### src/rtl/tmbo_ram.sv
// generic single-clock ram, one write and one registered read port
`timescale 1ns / 1ps
`default_nettype none
module tmbo_ram #(
    parameter int WIDTH = 8,
    parameter int DEPTH = 16
) (
    input  wire logic                     aclk,
    input  wire logic                     we,
    input  wire logic [$clog2(DEPTH)-1:0] waddr,
    input  wire logic [WIDTH-1:0]         wdata,
    input  wire logic                     re,
    input  wire logic [$clog2(DEPTH)-1:0] raddr,
    output logic      [WIDTH-1:0]         rdata
);

    logic [WIDTH-1:0] mem [DEPTH];

    always_ff @(posedge aclk) begin
        if (we) begin
            mem[waddr] <= wdata;
        end
        if (re) begin
            rdata <= mem[raddr];
        end
    end

endmodule
`default_nettype wire

### config.mk
export PLATFORM = sky130hd
export DESIGN_NAME = tmbo_ram
export DESIGN_NICKNAME = d
export VERILOG_FILES = /design/src/rtl/tmbo_ram.sv
export SDC_FILE = /design/constraint.sdc
export NUM_CORES = 1
export LEC_CHECK = 0
export BUFFER_PORTS_ARGS = -buffer_cell sky130_fd_sc_hd__buf_4
export CORE_ASPECT_RATIO = 0.6
export CORE_MARGIN = 10
export CORE_UTILIZATION = 40
export CTS_BUF_LIST = sky130_fd_sc_hd__clkbuf_8 sky130_fd_sc_hd__clkbuf_16
export DETAILED_ROUTE_END_ITERATION = 12
export GPL_ROUTABILITY_DRIVEN = 0
export PLACE_DENSITY = 0.58
export REMOVE_ABC_BUFFERS = 1
export SLEW_MARGIN = 5
export SYNTH_ARGS = -nofsm -noshare
export SYNTH_HDL_FRONTEND = slang
export SYNTH_SLANG_ARGS = --single-unit
### constraint.sdc
create_clock -name aclk -period 2.1 [get_ports aclk]
set_input_delay 0.315 -clock aclk [delete_from_list [all_inputs] [get_ports aclk]]
set_output_delay 0.315 -clock aclk [all_outputs]
set_load 0.05 [all_outputs]
* Yosys cells after proc, flatten, opt, wreduce, memory -nomap -nowiden
Memory sizes are Yosys's and may differ from the RTL's. A register that Yosys moved wholly into a read port is not among the register bits.
Cells that the tools add are included.
** Word-level totals
- Register bits :: 0
- RAM bits :: 128
- Input port bits :: 19
- Output and inout bits :: 8
- Word-level logic and storage cells :: 3
- Memories kept :: 1
** Memories
- mem :: depth 16, bits a word 8, rd ports 1, clocked after memory_dff 1, write ports 1, RTL line 17 : logic [WIDTH-1:0] mem [DEPTH];
** Cells by class
- Muxes and demuxes :: 2
** Operators by type and width (count)
- $mux W1 :: 2

* Logic depth before layout (Yosys ltp)
- Depth after elaboration :: 2
- Depth in mapped cells :: 5
- Mapped depth without buffers :: 3

* Worst setup path before layout
Ideal clock, no wire load.
- Path type :: in2reg
- Start point :: in waddr[2]
- End point :: mem mem[0][0] (enable)
- Setup time :: 0.383 ns
- Arrival time :: 1.425 ns
- Data required time :: 1.717 ns
- Setup slack :: 0.292 ns
- Stages on the path :: 2
- Path buffers :: 0
- Path through :: or3b_2 nor3_1
** RTL lines
- from (decl) :: RTL line 10 : input wire logic [$clog2(DEPTH)-1:0] waddr,
- to (decl) :: RTL line 17
No word-level cell before the write port.

==> flow_summary.json <==
{
  "outcome": "completed",
  "syn_to_final_growth_pct": 21.4,
  "clk_pin_slew_ns": 0.06,
  "rows": 32,
  "finClkSkew_ns": 0.00591,
  "n_fill_cell": 1070,
  "final_cell_count_no_fill": 470,
  "dp_hpwl_mm": 6.98,
  "port_buffers": 26,
  "die_x_um": 168,
  "synth_cell_type_count": 18,
  "track_usage_pct": 12.4,
  "cp.required_ns": 2.25,
  "clock-sinks": 136,
  "place_ws_ns": 0.218,
  "slowest_delay_ns": 0.52,
  "synth_xor_area_share_pct": 0,
  "vias_per_cell": 5.30,
  "synth_largest_area_cell": "edfxtp_1",
  "grt_pass1_vias": 2696,
  "setup_ws_ns": 0.607,
  "nNetsFinal": 306,
  "synth_compound_area_share_pct": 2.30,
  "drive_above_1_share_pct": 33.0,
  "start_util_pct": 40.8,
  "grt_first_pass_wirelength_mm": 16.6,
  "grt_overflow": 0,
  "yosys-top-cells-area": "edfxtp_1, mux4_2, mux4_1",
  "clkLatencyLatePin_ns": 0.41,
  "cts_hold_buf": 0,
  "worstPathCellList": "mux4_1 -> a22oi_1 -> nand2_1",
  "yosysTopAreaCellShare_pct": 78.1,
  "place_inst": 438,
  "crit_type": "flop to flop",
  "arrival_ns": 1.65,
  "worst_pin_slew_ns": 0.443,
  "final_antenna_net_count": 0,
  "die_h_um": 109,
  "syn_inst": 229,
  "num_vias": 2493,
  "fin_crit_ns": 1.49,
  "synth_seq_cells": 136,
  "fmax_mhz": 670,
  "cts_setup_buffers": 0,
  "fin_tns_setup_ns": 0,
  "cts_tree": "built",
  "cts_root_buffer": "clkbuf_16",
  "grt_antenna_before_repair": 0,
  "min_path_type": "input pin to flop",
  "maxSlewHeadroom_pct": 70.4,
  "p_leak_uw": 0.00215,
  "design.core.area_um2": 12800,
  "synth_top_family_by_area": "multiplexers",
  "hold_viol_final": 0,
  "syn_area_per_cell_um2": 22.8,
  "grt_max_degree": 21,
  "routed_wirelength_mm": 10.7,
  "firstDrtPassIters": 4,
  "ir_drop_mv": 0.503,
  "synthMuxAreaShare_pct": 14.8,
  "die-area_um2": 18200,
  "syn_area_um2": 5230,
  "rsz0062_at_grt": "no",
  "drtIter0Drc": 148,
  "yosys_warnings": 0,
  "cp_slowest_cell": "mux4_1",
  "synth-adder-area-share_pct": 0,
  "htreeDepth": 4,
  "power_density_nw_per_um2": 1010,
  "startpoint_type": "flop",
  "drcViolationCount": 0,
  "cts_resized": 0,
  "num_antenna_cells": 0,
  "endpoint_kind": "flop",
  "timing.final.crit_share_pct": 71.1,
  "cts_max_path_buffers": 2,
  "drv_cap": 0,
  "synthSimpleGateAreaFrac_pct": 3.14,
  "maxSlewViolCount": 0,
  "path_max_fanout": 1,
  "numCtsBuffers": 17,
  "ys_seq_area_share_pct": 78.1,
  "finalSetupViolCount": 0,
  "wl_per_cell_um": 22.8,
  "ios": 27
}
==> flip-flops by register name, indices dropped and copies added (netlist names) <==
register  count
mem         128
rdata         8
==> placed cells by master, fill, tap and decap left out <==
cell,n
and2b_1,1
bufinv_16,3
mux4_1,14
clkinv_1,1
mux4_2,18
or3b_2,1
edfxtp_1,136
buf_12,2
nor2_1,13
and2_1,1
clkinv_2,3
clkinv_4,2
nor3_1,4
a22oi_1,16
nand3b_1,2
buf_4,47
clkbuf_16,17
inv_6,3
nor2b_1,1
nand3_1,1
clkinvlp_4,3
nand2_1,9
nand2b_1,2
==> critical path, delay by kind of cell, from the launching register on <==
family	cells	cell delay, ns
multiplexers	1	0.52
flip-flops	1	0.36
AO/OA/AOI/OAI	1	0.28
AND/OR/NAND/NOR	1	0.09
==> power breakdown <==
group / total [uW] / internal, uW / leakage, uW / switching (uW)
logic: 349 / 142 / 0.000625 / 207
clock network: 2980 / 1870 / 0.000287 / 1110
registers: 3070 / 3060 / 0.00124 / 14.4
total: 6410 / 5070 / 0.00215 / 1340
==> layout make-up <==
class                      instances  area, um^2  area share (%)
clock buffer                      17         425            6.70
clock inverter                    15         175            2.76
multi-input combinational         83        1060            16.7
sequential                       136        4080            64.3
tap                              170         213            3.35
timing repair buffer              49         393            6.19
==> through the flow <==
stage | utilization (%) | hold WS [ns] | power (uW) | area (um^2)
2_1_floorplan | - | 0.414 | 3300 | 5140
3_3_place_gp | 44.9 | 0.628 | 3480 | 5750
3_5_place_dp | 44.9 | 0.634 | 3480 | 5750
4_1_cts | 49.5 | 0.206 | 6460 | 6350
5_1_grt | 49.5 | 0.225 | 6630 | 6350
6_report | 49.5 | 0.216 | 6410 | 6350
==> routing by layer <==
layer,share of wire (%),vias up,global-route usage [%]
met3,5.0,11,3.70
met4,0.68,0,3.34
met1,50,1321,17.7
li1,-,1102,-
met5,0,-,0
met2,45,59,17.9
==> path summary, 6_finish.rpt <==
kind         slack [ns]  startpoint  depth (start not counted)         end
max                0.61   mem[1][3]                          3    rdata[3]
min                0.22    wdata[1]                          1  mem[14][1]
max reg2reg        0.61   mem[1][3]                          3    rdata[3]
min reg2reg        0.76  mem[11][1]                          3    rdata[1]
==> synth_stat cells (all sizes together) <==
cell,count
nor2,13
edfxtp,136
and2b,1
clkdlybuf4s25,3
or3b,1
nand2b,2
nand3,1
a22oi,16
mux4,32
nor3,4
and2,1
buf,7
nor2b,1
nand3b,2
nand2,9
==> logic make-up (layout without fill, tap and decap cells) <==
family          count (synthesis)  count (layout)
compound gates                 16              16
flops                         136             136
simple gates                   35              35
buf+inv                        10              81
mux                            32              32
(Power assumes the default switching activity.)
